### src/sv/mscc_pkg.sv
`timescale 1ns / 1ps
`default_nettype none

package mscc_pkg;

	localparam int INPUT_SHIFT_DEF   = 13;
	localparam int TANH_DEPTH_DEF    = 256;
	localparam int FRACTION_BITS_DEF = 8;

	localparam int KNEE_LEVEL = 26000;
	localparam int KNEE_RANGE = 6767;
	localparam int KNEE_SPAN  = 4 * KNEE_RANGE;

	localparam logic [15:0] DC_ALPHA_RST  = 16'd65208;
	localparam logic [15:0] LPF_ALPHA_RST = 16'd32768;
	localparam logic [15:0] ENV_SMOOTH_RST = 16'd62259;
	localparam logic [17:0] GATE_THR_RST  = 18'd100;
	localparam logic [15:0] GAIN_BOOST_RST = 16'd256;
	localparam logic [31:0] GATE_SLOPE_RST = 32'd874;

	typedef enum logic [2:0] {
		CFG_DC_ALPHA   = 3'd0,
		CFG_LPF_ALPHA  = 3'd1,
		CFG_ENV_SMOOTH = 3'd2,
		CFG_GATE_THR   = 3'd3,
		CFG_GAIN_BOOST = 3'd4,
		CFG_GATE_SLOPE = 3'd5
	} cfg_idx_t;

	typedef enum logic [4:0] {
		OP_NONE,
		OP_LOAD,
		OP_MUL_DC,
		OP_Y,
		OP_MUL_LP,
		OP_LP,
		OP_MUL_ENV,
		OP_ENV,
		OP_GATE,
		OP_MUL_SLOPE,
		OP_RAMP,
		OP_MUL_B,
		OP_ABS,
		OP_CHK,
		OP_MUL_IDX,
		OP_DIV_LD,
		OP_DIV,
		OP_MUL_TAB,
		OP_TAB,
		OP_OUT
	} dp_op_t;

	typedef struct packed {
		dp_op_t op;
	} cmd_t;

	typedef struct packed {
		logic gate_mid;
		logic knee;
		logic over_big;
	} stat_t;

	// shift-subtract divide, elaboration use only
	function automatic logic [63:0] udiv64(input logic [63:0] n, input logic [63:0] d);
		logic [63:0] q;
		logic [63:0] rem;
		int b;
		q = '0;
		rem = '0;
		for (b = 63; b >= 0; b--) begin
			rem = {rem[62:0], n[b]};
			if (rem >= d) begin
				rem = rem - d;
				q[b] = 1'b1;
			end
		end
		return q;
	endfunction

	// round(65536*tanh(4*i/depth)) via exp(-8/depth) series in Q31
	function automatic logic [15:0] tanh_entry(input int depth, input int i);
		logic [63:0] one;
		logic [63:0] a;
		logic [63:0] term;
		logic [63:0] r;
		logic [63:0] p;
		logic [63:0] den;
		logic [63:0] t;
		int k;
		int j;
		one = 64'd1 << 31;
		a = udiv64(64'd8 << 31, 64'(depth));
		term = one;
		r = one;
		p = one;
		for (k = 1; k <= 12; k++) begin
			term = udiv64((term * a) >> 31, 64'(k));
			if (k % 2 == 1) begin
				r = r - term;
			end else begin
				r = r + term;
			end
		end
		for (j = 0; j < i; j++) begin
			p = (p * r) >> 31;
		end
		den = one + p;
		t = udiv64(((one - p) << 16) + (den >> 1), den);
		if (t > 64'd65535) begin
			t = 64'd65535;
		end
		return t[15:0];
	endfunction

endpackage

`default_nettype wire

### src/sv/mscc_ctrl.sv
`timescale 1ns / 1ps
`default_nettype none

module mscc_ctrl
	import mscc_pkg::*;
(
	input  wire logic  clk,
	input  wire logic  arst_n,
	input  wire logic  s_tvalid,
	output logic       s_tready,
	output logic       m_tvalid,
	input  wire logic  m_tready,
	input  wire stat_t stat,
	output cmd_t       cmd
);

	typedef enum logic [18:0] {
		S_IDLE = 19'd1 << 0,
		S_MDC  = 19'd1 << 1,
		S_Y    = 19'd1 << 2,
		S_MLP  = 19'd1 << 3,
		S_LP   = 19'd1 << 4,
		S_MENV = 19'd1 << 5,
		S_ENV  = 19'd1 << 6,
		S_GATE = 19'd1 << 7,
		S_MSLP = 19'd1 << 8,
		S_RAMP = 19'd1 << 9,
		S_MB   = 19'd1 << 10,
		S_ABS  = 19'd1 << 11,
		S_CHK  = 19'd1 << 12,
		S_MIDX = 19'd1 << 13,
		S_DLD  = 19'd1 << 14,
		S_DIV  = 19'd1 << 15,
		S_MTAB = 19'd1 << 16,
		S_TAB  = 19'd1 << 17,
		S_OUT  = 19'd1 << 18
	} state_t;

	state_t state_q, state_d;
	logic ov_q;
	logic load;

	always_comb begin
		state_d = state_q;
		cmd.op = OP_NONE;
		load = 1'b0;
		case (state_q)
			S_IDLE: if (s_tvalid) begin
				cmd.op = OP_LOAD;
				state_d = S_MDC;
			end
			S_MDC: begin
				cmd.op = OP_MUL_DC;
				state_d = S_Y;
			end
			S_Y: begin
				cmd.op = OP_Y;
				state_d = S_MLP;
			end
			S_MLP: begin
				cmd.op = OP_MUL_LP;
				state_d = S_LP;
			end
			S_LP: begin
				cmd.op = OP_LP;
				state_d = S_MENV;
			end
			S_MENV: begin
				cmd.op = OP_MUL_ENV;
				state_d = S_ENV;
			end
			S_ENV: begin
				cmd.op = OP_ENV;
				state_d = S_GATE;
			end
			S_GATE: begin
				cmd.op = OP_GATE;
				state_d = stat.gate_mid ? S_MSLP : S_MB;
			end
			S_MSLP: begin
				cmd.op = OP_MUL_SLOPE;
				state_d = S_RAMP;
			end
			S_RAMP: begin
				cmd.op = OP_RAMP;
				state_d = S_MB;
			end
			S_MB: begin
				cmd.op = OP_MUL_B;
				state_d = S_ABS;
			end
			S_ABS: begin
				cmd.op = OP_ABS;
				state_d = S_CHK;
			end
			S_CHK: begin
				cmd.op = OP_CHK;
				if (!stat.knee) begin
					state_d = S_OUT;
				end else if (stat.over_big) begin
					state_d = S_MTAB;
				end else begin
					state_d = S_MIDX;
				end
			end
			S_MIDX: begin
				cmd.op = OP_MUL_IDX;
				state_d = S_DLD;
			end
			S_DLD: begin
				cmd.op = OP_DIV_LD;
				state_d = S_DIV;
			end
			S_DIV: begin
				cmd.op = OP_DIV;
				state_d = S_MTAB;
			end
			S_MTAB: begin
				cmd.op = OP_MUL_TAB;
				state_d = S_TAB;
			end
			S_TAB: begin
				cmd.op = OP_TAB;
				state_d = S_OUT;
			end
			S_OUT: if (!ov_q || m_tready) begin
				cmd.op = OP_OUT;
				load = 1'b1;
				state_d = S_IDLE;
			end
			default: state_d = S_IDLE;
		endcase
	end

	always_ff @(posedge clk or negedge arst_n) begin
		if (!arst_n) begin
			state_q <= S_IDLE;
			ov_q <= 1'b0;
		end else begin
			state_q <= state_d;
			if (load) begin
				ov_q <= 1'b1;
			end else if (m_tready) begin
				ov_q <= 1'b0;
			end
		end
	end

	assign s_tready = (state_q == S_IDLE);
	assign m_tvalid = ov_q;

endmodule

`default_nettype wire

### config.mk
export PLATFORM = sky130hd
export DESIGN_NAME = mscc_ctrl
export DESIGN_NICKNAME = d
export VERILOG_FILES = /design/src/sv/mscc_pkg.sv /design/src/sv/mscc_ctrl.sv
export SDC_FILE = /design/constraint.sdc
export NUM_CORES = 1
export LEC_CHECK = 0
export BUFFER_PORTS_ARGS = -buffer_cell sky130_fd_sc_hd__buf_2
export CAP_MARGIN = 20
export CELL_PAD_IN_SITES_DETAIL_PLACEMENT = 0
export CELL_PAD_IN_SITES_GLOBAL_PLACEMENT = 1
export CORE_MARGIN = 4
export CORE_UTILIZATION = 35
export CTS_CLUSTER_DIAMETER = 120
export DETAILED_ROUTE_END_ITERATION = 10
export MAX_ROUTING_LAYER = met4
export PLACE_DENSITY = 0.72
export SETUP_SLACK_MARGIN = 0.02
export SLEW_MARGIN = 20
export SYNTH_ARGS = -nofsm -noshare
export SYNTH_HDL_FRONTEND = slang
export SYNTH_SLANG_ARGS = --single-unit
### constraint.sdc
create_clock -name clk -period 3.35 [get_ports clk]
set_input_delay 0.1675 -clock clk [delete_from_list [all_inputs] [get_ports clk]]
set_output_delay 0.1675 -clock clk [all_outputs]
set_load 0.01 [all_outputs]
==> run_results.csv, run 1 <==
group,metric,value,unit
status,outcome,"complete, no violations",
synth,synthXorXnorAreaFrac,3.65,%
die,dieHeight,66.5,µm
final_layout,nets,152,
sta,hold_slack,34.2,ps
clock_network,clk_pin_slew_worst_paths,130,ps
synth,synthAdderAreaFrac,0,%
worst_setup_path,arrival,2990,ps
worst_setup_path,worstPathRequired,3180,ps
final_layout,stdcell_area,1350,µm²
detailed_routing,wire_per_inst,14.6,µm
final_layout,syn2layout_area_growth,12.4,%
detailed_routing,drc,0,
synth,syn_avg_cell_area,8.95,µm²
clock_network,clk_latency,310,ps
synth,synth_top_area_share,39.7,%
final_layout,antennaDiodeCount,0,
synth,synth_seq_cells,20,
synth,ys_types,37,
synth,synth_most_common_cell,"dfrtp_1",
final_layout,final_core_util,42.7,%
global_route,antenna_found_initial,0,
detailed_routing,drtPass1Iterations,4,
detailed_routing,drt-initial-drc-count,62,
die,core.rowCount,20,
clock_network,h-tree-depth,1,
clock_network,cts_tree,"built",
worst_setup_path,setup.worst_path.end_class,"primary output",
synth,synthFlopType,"dfrtp_1",
detailed_routing,drtAntennaViolNets,0,
synth,synth_area,1200,µm²
power_and_ir_drop,leakagePower,0.639,nW
run,max_cap_viol_count,0,
global_route,grt_start_max_net_pins,21,
sta,drv_slew,0,
min_path,hp-class,"input port to flop",
sta,max_freq,317,MHz
sta,final.setup_skew,13.8,ps
global_route,first_global_vias,985,
global_route,grt_overflow_total,0,
synth,ys_warn_count,0,
sta,period_needed,3160,ps
sta,finalHoldViolations,0,
worst_setup_path,critPathMaxStageDelay,670,ps
worst_setup_path,path_cells,"or4_1 -> or4_4 -> or4_4 -> o211ai_2 -> nand4bb_1 -> buf_2",
placed_design,dpl_cell_area,1270,µm²
die,ios,14,
clock_network,post_cts_buffers,0,
sta,fin_ws,195,ps
synth,async_flop_share,100,%
worst_setup_path,path_buf_inv,1,
sta,max_slew_margin,54.5,%
clock_network,clock_path_buffers,2,
clock_network,clockRootBuffer,"clkbuf_4",
sta,fin_crit_sh,94.2,%
placed_design,place_ws,572,ps
synth,yosysSeqAreaShare,41.9,%
placed_design,gp_congestion,0.834,
detailed_routing,wl,2740,µm
sta,rsz0062_at_grt,"no",
synth,synthTopCellsByArea,"dfrtp_1 40%, nor2_1 5.3%, or4_1 3.8%, nor4b_1 2.9%, xnor2_1 2.9%",
placed_design,post-dp-hpwl,2080,µm
power_and_ir_drop,peakVddDrop,0.394,mV
global_route,grt_use_total,13.9,%
worst_setup_path,start_kind,"flop",
power_and_ir_drop,powerDensity,537,nW/µm²
clock_network,clock_sinks,20,
synth,synthesis.nets,141,
worst_setup_path,crit_path_top_delay_cell,"or4_1",
die,dieArea,4420,µm²
synth,syn_inst,134,
final_layout,layout-drive-gt1-share,15.3,%
synth,synth_compound_area_share,11.1,%
worst_setup_path,worst-setup-path-type,"flop to primary output",
die,initial_utilization,38.0,%
synth,synth_common_cells,"19 x dfrtp_1, 17 x nor2_1, 9 x inv_1",
global_route,grt_pass1_wl,4530,µm
synth,synth_edf_count,0,
clock_network,cts_inserted_buffers,3,
sta,fin_setup_tns,0,ps
synth,synth_top_cell_by_area,"dfrtp_1",
detailed_routing,detail_route.vias_per_cell,5.44,
placed_design,port_buffers,13,
synth,synth_top_family_by_area,"simple AND/OR/NAND/NOR gates",
worst_setup_path,crit_path_max_fanout,9,
worst_setup_path,path_common_cell,"or4_4",
synth,synth-simple-area-share,36.4,%
die,dieWidth,66.5,µm
sta,setup_viol,0,
synth,synth.mux.area_fraction,0,%
sta,tightest_slew,676,ps
detailed_routing,via_count,1022,
die,core_area,3150,µm²
worst_setup_path,cp_top_family,"simple AND/OR/NAND/NOR gates",
## final timing paths
kind / cells past startpoint / end / slack, ps / start
hold / removal: 2 / state_q[0] / 30 / s_tvalid
max in group asynchronous: 2 / state_q[0] / 2670 / arst_n
setup / recovery: 6 / cmd[0] / 190 / state_q[9]
hold reg to reg: 1 / state_q[5] / 550 / state_q[5]
setup reg to reg: 4 / state_q[0] / 830 / state_q[9]
min in group asynchronous: 2 / state_q[7] / 320 / arst_n
## power by group
group | switching (mW) | internal (mW)
registers | 0.0193 | 0.263
clock network | 0.0802 | 0.121
logic | 0.146 | 0.0938
## final cells by class
cell class                      instances  area, µm²
Inverter                                9       33.8
Clock inverter                          1       30.0
Clock buffer                            3       22.5
Sequential cell                        20        502
Timing Repair Buffer                   15       85.1
Multi-Input combinational cell         96        619
Tap cell                               44       55.1
Fill cell                             342       1810
## logic make-up after synthesis
logic type                count (synthesis)
and+or+nand+nor                          72
AOI/OAI and AO/OA                        19
buffers and inverters                    18
DFF                                      20
xor gates and xnor gates                  5
## state kept, by name (all words and copies together), names as in the netlist
name	flops
m_tvalid	1
state_q	19
## metrics by stage
stage	power (mW)	cells
2_1_floorplan	0.468	134
3_3_place_gp	0.521	182
3_5_place_dp	0.519	182
4_1_cts	0.729	188
5_1_grt	0.771	188
6_report	0.723	188
## per-layer routing
layer  vias to the layer above  routed length (µm)  global-route usage [%]
met5                         -                   0                       -
met4                         0                  19                    2.28
met3                         2                  91                    3.71
met2                        16                1270                    21.9
met1                       492                1370                    18.3
li1                        512                   -                       -
## cells in the final DEF, fill, tap and decap left out, drive strengths merged, types with 3 or more instances in the layout
cell type	instances
nand2	7
nor3	6
nor4	4
o21ai	5
nor4b	4
a21oi	3
inv	9
nor2	17
clkbuf	3
nor3b	4
nor2b	3
or4	8
buf	13
nand4	5
nand4b	3
dfrtp	19
xnor2	4
## timing repair
action                     4_1_cts  5_1_grt
hold endpoints to repair        20        0
hold buffers                     2        0
resized for setup                0        1
setup endpoints to repair        0        1
No activity file was read; power rests on OpenSTA's default activity.
==> run 2, diff against run 1 <==
==> constraint.sdc (replaced) <==
create_clock -name clk -period 3.9 [get_ports clk]
set_input_delay 0.195 -clock clk [delete_from_list [all_inputs] [get_ports clk]]
set_output_delay 0.195 -clock clk [all_outputs]
set_load 0.01 [all_outputs]
==> run 2 against run 1 <==
Count of clock-buffer cells in the layout did not move. Cell count fell by 0.53%. Utilization fell by 0.52 points. Design area fell by 1.2%. Highest routed layer unchanged. Combinational power fell by 15%. Worst hold slack improved by 1.2 ps. Total power fell by 14%. Sequential power fell by 14%. Clock power fell by 14%. First-iteration DRC count fell by 6.5%. Critical path depth did not move.
==> run_results.csv, run 2 (synthesized netlist as in run 1, its figures left out) <==
group,metric,value,unit
sta,setup_viol,0,
final_layout,nets,151,
sta,final.setup_skew,12.9,ps
sta,drv_slew,0,
placed_design,dp.cells,182,
die,dieWidth,66.5,µm
detailed_routing,drtAntennaViolNets,0,
final_layout,layout-drive-gt1-share,14.7,%
clock_network,clockRootBuffer,"clkbuf_4",
clock_network,clock_path_buffers,2,
power_and_ir_drop,leakagePower,0.634,nW
die,ios,14,
detailed_routing,drtPass1Iterations,4,
worst_setup_path,cp_top_family,"simple AND/OR/NAND/NOR gates",
die,core_area,3150,µm²
detailed_routing,detail_route.vias_per_cell,5.61,
worst_setup_path,crit_path_top_delay_cell,"or4_1",
final_layout,final_common_cell,"dfrtp_1",
sta,finalHoldViolations,0,
global_route,first_global_vias,991,
worst_setup_path,start_kind,"flop",
global_route,use_met3,3.71,%
global_route,top_usage_layer,"met2",
global_route,antenna_found_initial,0,
placed_design,port_buffers,13,
clock_network,cts_tree,"built",
worst_setup_path,critPathMaxStageDelay,660,ps
min_path,hp-class,"input port to flop",
die,core.rowCount,20,
die,dieHeight,66.5,µm
sta,tightest_slew,721,ps
clock_network,cts_resized,0,
worst_setup_path,worst-setup-path-type,"flop to primary output",
die,initial_utilization,38.0,%
final_layout,regMostFlops,"state_q",
run,max_cap_viol_count,0,
sta,max_freq,317,MHz
global_route,grt_pass1_wl,4550,µm
placed_design,gp_congestion,0.834,
worst_setup_path,path_common_cell,"or4_4",
worst_setup_path,arrival,2960,ps
sta,period_needed,3160,ps
final_layout,largest_reg_flops,19,
global_route,grt_overflow_total,0,
sta,max_slew_margin,51.5,%
final_layout,syn2layout_area_growth,11.1,%
clock_network,h-tree-depth,1,
detailed_routing,wire_per_inst,14.6,µm
global_route,grtUsageMet2,22.1,%
final_layout,final_cell_mix,"19 x dfrtp_1, 17 x nor2_1, 13 x buf_2",
detailed_routing,drt-initial-drc-count,58,
global_route,grtUsageMet1,18.3,%
worst_setup_path,path_buf_inv,1,
worst_setup_path,worstPathRequired,3700,ps
sta,rsz0062_at_grt,"no",
detailed_routing,wl,2730,µm
final_layout,nFillCells,343,
final_layout,antennaDiodeCount,0,
clock_network,clk_pin_slew_worst_paths,130,ps
detailed_routing,via_count,1050,
worst_setup_path,setup.worst_path.end_class,"primary output",
status,outcome,"complete, no violations",
sta,fin_setup_tns,0,ps
power_and_ir_drop,peakVddDrop,0.332,mV
detailed_routing,drc,0,
worst_setup_path,crit_path_max_fanout,9,
final_layout,fin_cells,187,
global_route,grt_use_total,14.0,%
global_route,grt_start_max_net_pins,21,
clock_network,cts_inserted_buffers,3,
clock_network,clk_latency,310,ps
power_and_ir_drop,total_power,618,µW
die,dieArea,4420,µm²
clock_network,clock_sinks,20,
sta,fin_crit_sh,80.9,%
placed_design,post-dp-hpwl,2080,µm
power_and_ir_drop,powerDensity,465,nW/µm²
worst_setup_path,path_cells,"or4_1 -> or4_4 -> or4_4 -> o211ai_2 -> nand4bb_1 -> buf_2",
## run 2: cell types whose count changed in the layout (fill, tap and decap cells not counted)
| cell | previous run | this run |
|---|---|---|
| nor4_1 | 3 | 4 |
| nor4_2 | 1 | 0 |
| dlygate4sd3_1 | 2 | 1 |
## run 2: area by class of cell
class                   count  area, µm²  share of cell area (%)
clock inverters             1       30.0                    2.26
multi-input cells          96        613                    46.1
well taps                  44       55.1                    4.14
repair buffers             14       75.1                    5.64
clock buffers               3       22.5                    1.69
inverters                   9       33.8                    2.54
flip-flops and latches     20        502                    37.7
## run 2: layer usage
metal  share of wire (%)  vias to the layer above  wire length [µm]
li1                    -                      510                 -
met1                  48                      505              1310
met2                  47                       33              1270
met3                 4.8                        2               131
met4                0.70                        0                19
met5                   0                        -                 0
## run 2: per-stage QoR
stage	setup slack (ps)	hold slack (ps)	instance area (µm²)	utilization, %
after detailed placement	1090	171	1270	40.2
after global placement	1150	168	1270	40.2
after floorplan	1190	-101	1200	-
after global routing	536	13.1	1330	42.2
after CTS	728	26.8	1330	42.2
final	744	35.5	1330	42.2
## run 2: repair_timing
action	CTS	global route
hold endpoints to repair	19	0
hold buffers	1	0
setup buffers	0	0
## run 2: power by group
group,switching (mW),leakage (nW),internal [mW]
Clock,0.0687,0.0279,0.104
Sequential,0.0167,0.275,0.226
Combinational,0.124,0.331,0.0796
Total,0.209,0.634,0.409
## run 2: worst paths after layout
check                      startpoint          end  slack [ps]  depth (start not counted)
min in group asynchronous      arst_n   state_q[7]         350                          2
max                        state_q[9]       cmd[0]         740                          6
max in group asynchronous      arst_n   state_q[0]        3190                          2
min reg2reg                state_q[5]   state_q[5]         550                          1
max reg2reg                state_q[9]   state_q[0]        1370                          5
min                           stat[0]  state_q[13]          40                          2
==> run 3, diff against run 2 <==
==> constraint.sdc (replaced) <==
create_clock -name clk -period 3.16 [get_ports clk]
set_input_delay 0.158 -clock clk [delete_from_list [all_inputs] [get_ports clk]]
set_output_delay 0.158 -clock clk [all_outputs]
set_load 0.01 [all_outputs]
==> run 3 against run 2 <==
Design area is 1.7% higher. Sequential cell count unchanged. Die area is the same. Sequential share of layout area shrank 0.63 points. Via count hardly changed. Sequential power is 23% higher. Routed wire length grew 1.9%. Global-route usage up 0.34 points. Largest cell class unchanged.
==> run_results.csv, run 3 (synthesized netlist as in run 1, its figures left out) <==
group,metric,value,unit
clock_network,clockRootBuffer,"clkbuf_4",
detailed_routing,drc,0,
sta,max_freq,328,MHz
power_and_ir_drop,powerDensity,525,nW/µm²
global_route,grt_overflow_total,0,
clock_network,clock_sinks,20,
clock_network,h-tree-depth,1,
worst_setup_path,worst-setup-path-type,"flop to primary output",
die,core_area,3150,µm²
worst_setup_path,worstPathRequired,3000,ps
global_route,grt_pass1_wl,4670,µm
sta,finalHoldViolations,0,
power_and_ir_drop,peakVddDrop,0.412,mV
final_layout,nets,153,
die,core.rowCount,20,
min_path,hold_depth,2,
die,dieArea,4420,µm²
detailed_routing,route.met2.wl,1340,µm
final_layout,antennaDiodeCount,0,
detailed_routing,wire_per_inst,14.7,µm
detailed_routing,met3_length,120,µm
detailed_routing,detail_route.vias_per_cell,5.55,
worst_setup_path,path_common_cell,"or4_4",
final_layout,final_cell_mix,"19 x dfrtp_1, 17 x nor2_1, 13 x buf_2",
worst_setup_path,r2r.worst_path.cells,5,
worst_setup_path,path_buf_inv,1,
detailed_routing,drtPass1Iterations,4,
die,dieWidth,66.5,µm
worst_setup_path,path_cells,"or4_4 -> or4_4 -> or4_4 -> o211ai_2 -> nand4bb_1 -> buf_2",
sta,max_slew_margin,60.1,%
clock_network,clk_latency,300,ps
final_layout,largest_reg_flops,19,
clock_network,clock_path_buffers,2,
detailed_routing,drt-initial-drc-count,83,
status,outcome,"complete, no violations",
run,max_cap_viol_count,0,
global_route,first_global_vias,1000,
detailed_routing,wl,2780,µm
worst_setup_path,critPathMaxStageDelay,620,ps
final_layout,syn2layout_area_growth,12.9,%
sta,fin_setup_tns,0,ps
detailed_routing,top_layer,"met4",
min_path,holdPathEnd,"state_q[0]",
global_route,grt_start_max_net_pins,21,
clock_network,clk_pin_slew_worst_paths,110,ps
detailed_routing,m1WireLength,1310,µm
sta,setup_viol,0,
power_and_ir_drop,leakagePower,0.639,nW
placed_design,port_buffers,13,
worst_setup_path,regToRegEndpoint,"state_q[0]",
worst_setup_path,setup.worst_path.end_class,"primary output",
worst_setup_path,crit_path_top_delay_cell,"or4_4",
die,dieHeight,66.5,µm
power_and_ir_drop,total_power,711,µW
sta,period_needed,3050,ps
power_and_ir_drop,p_seq_share,42.2,%
sta,rsz0062_at_grt,"no",
worst_setup_path,start_kind,"flop",
detailed_routing,via_count,1049,
clock_network,cts_tree,"built",
worst_setup_path,crit_path_max_fanout,9,
final_layout,final_core_util,42.9,%
final_layout,regMostFlops,"state_q",
global_route,grt_use_total,14.3,%
clock_network,cts_inserted_buffers,3,
die,initial_utilization,38.0,%
power_and_ir_drop,pwr-share-comb,36.8,%
final_layout,layout-drive-gt1-share,17.9,%
worst_setup_path,cp_top_family,"simple AND/OR/NAND/NOR gates",
sta,tightest_slew,593,ps
power_and_ir_drop,netSwitchingFraction,36.2,%
worst_setup_path,arrival,2890,ps
worst_setup_path,r2r_slack,800,ps
sta,fin_crit_sh,96.5,%
power_and_ir_drop,p_clk_share,21.1,%
worst_setup_path,timing.rr.start,"state_q[9]",
placed_design,post-dp-hpwl,2130,µm
power_and_ir_drop,switching_power,257,µW
sta,final.setup_skew,6.81,ps
sta,drv_slew,0,
min_path,min-delay-start,"s_tvalid",
power_and_ir_drop,power.internal,454,µW
global_route,antenna_found_initial,0,
sta,hold_slack,19.8,ps
die,ios,14,
detailed_routing,drtAntennaViolNets,0,
min_path,hp-class,"input port to flop",
final_layout,final_common_cell,"dfrtp_1",
placed_design,gp_congestion,0.819,
[run 3: power groups by stage]
stage          Sequential, mW  Combinational (mW)  Clock (mW)
4_1_cts                 0.300               0.254       0.157
3_5_place_dp            0.304               0.249           0
2_1_floorplan           0.299               0.197           0
3_3_place_gp            0.303               0.251           0
5_1_grt                 0.305               0.293       0.173
6_report                0.300               0.261       0.150
[run 3: per-layer routing]
metal / track usage [%] / up-vias
met5: - / -
met4: 3.05 / 0
met3: 3.54 / 2
met2: 22.4 / 23
met1: 18.7 / 506
li1: - / 518
[run 3: worst max-delay path by stage]
stage	startpoint	endpoint	slack [ps]	cells after the start
finish	state_q[9]	cmd[0]	110	6
detailed placement	state_q[9]	cmd[0]	400	6
CTS	state_q[9]	cmd[0]	40	6
global placement	state_q[9]	cmd[0]	450	6
floorplan	state_q[9]	cmd[0]	490	8
global route	state_q[12]	cmd[0]	30	6
[run 3: through the flow]
stage	cells	worst slack, ps	cell area [µm²]
after floorplan	134	488	1200
after global placement	183	446	1280
after detailed placement	183	395	1280
after CTS	189	43.7	1330
after global routing	189	29.1	1350
final	189	110	1350
[run 3: area by class of cell]
cell class / count / area [µm²]
clock buffers: 4 / 36.3
fillers: 345 / 1800
inverters: 9 / 33.8
multi-input cells: 96 / 634
flip-flops and latches: 20 / 502
well taps: 44 / 55.1
repair buffers: 16 / 92.6
[run 3: timing repair]
item | CTS | global route
buffers inserted | 0 | 0
gates resized for setup | 0 | 4
endpoints found under the hold margin | 20 | 0
hold buffers | 2 | 0
setup endpoints to repair | 0 | 2
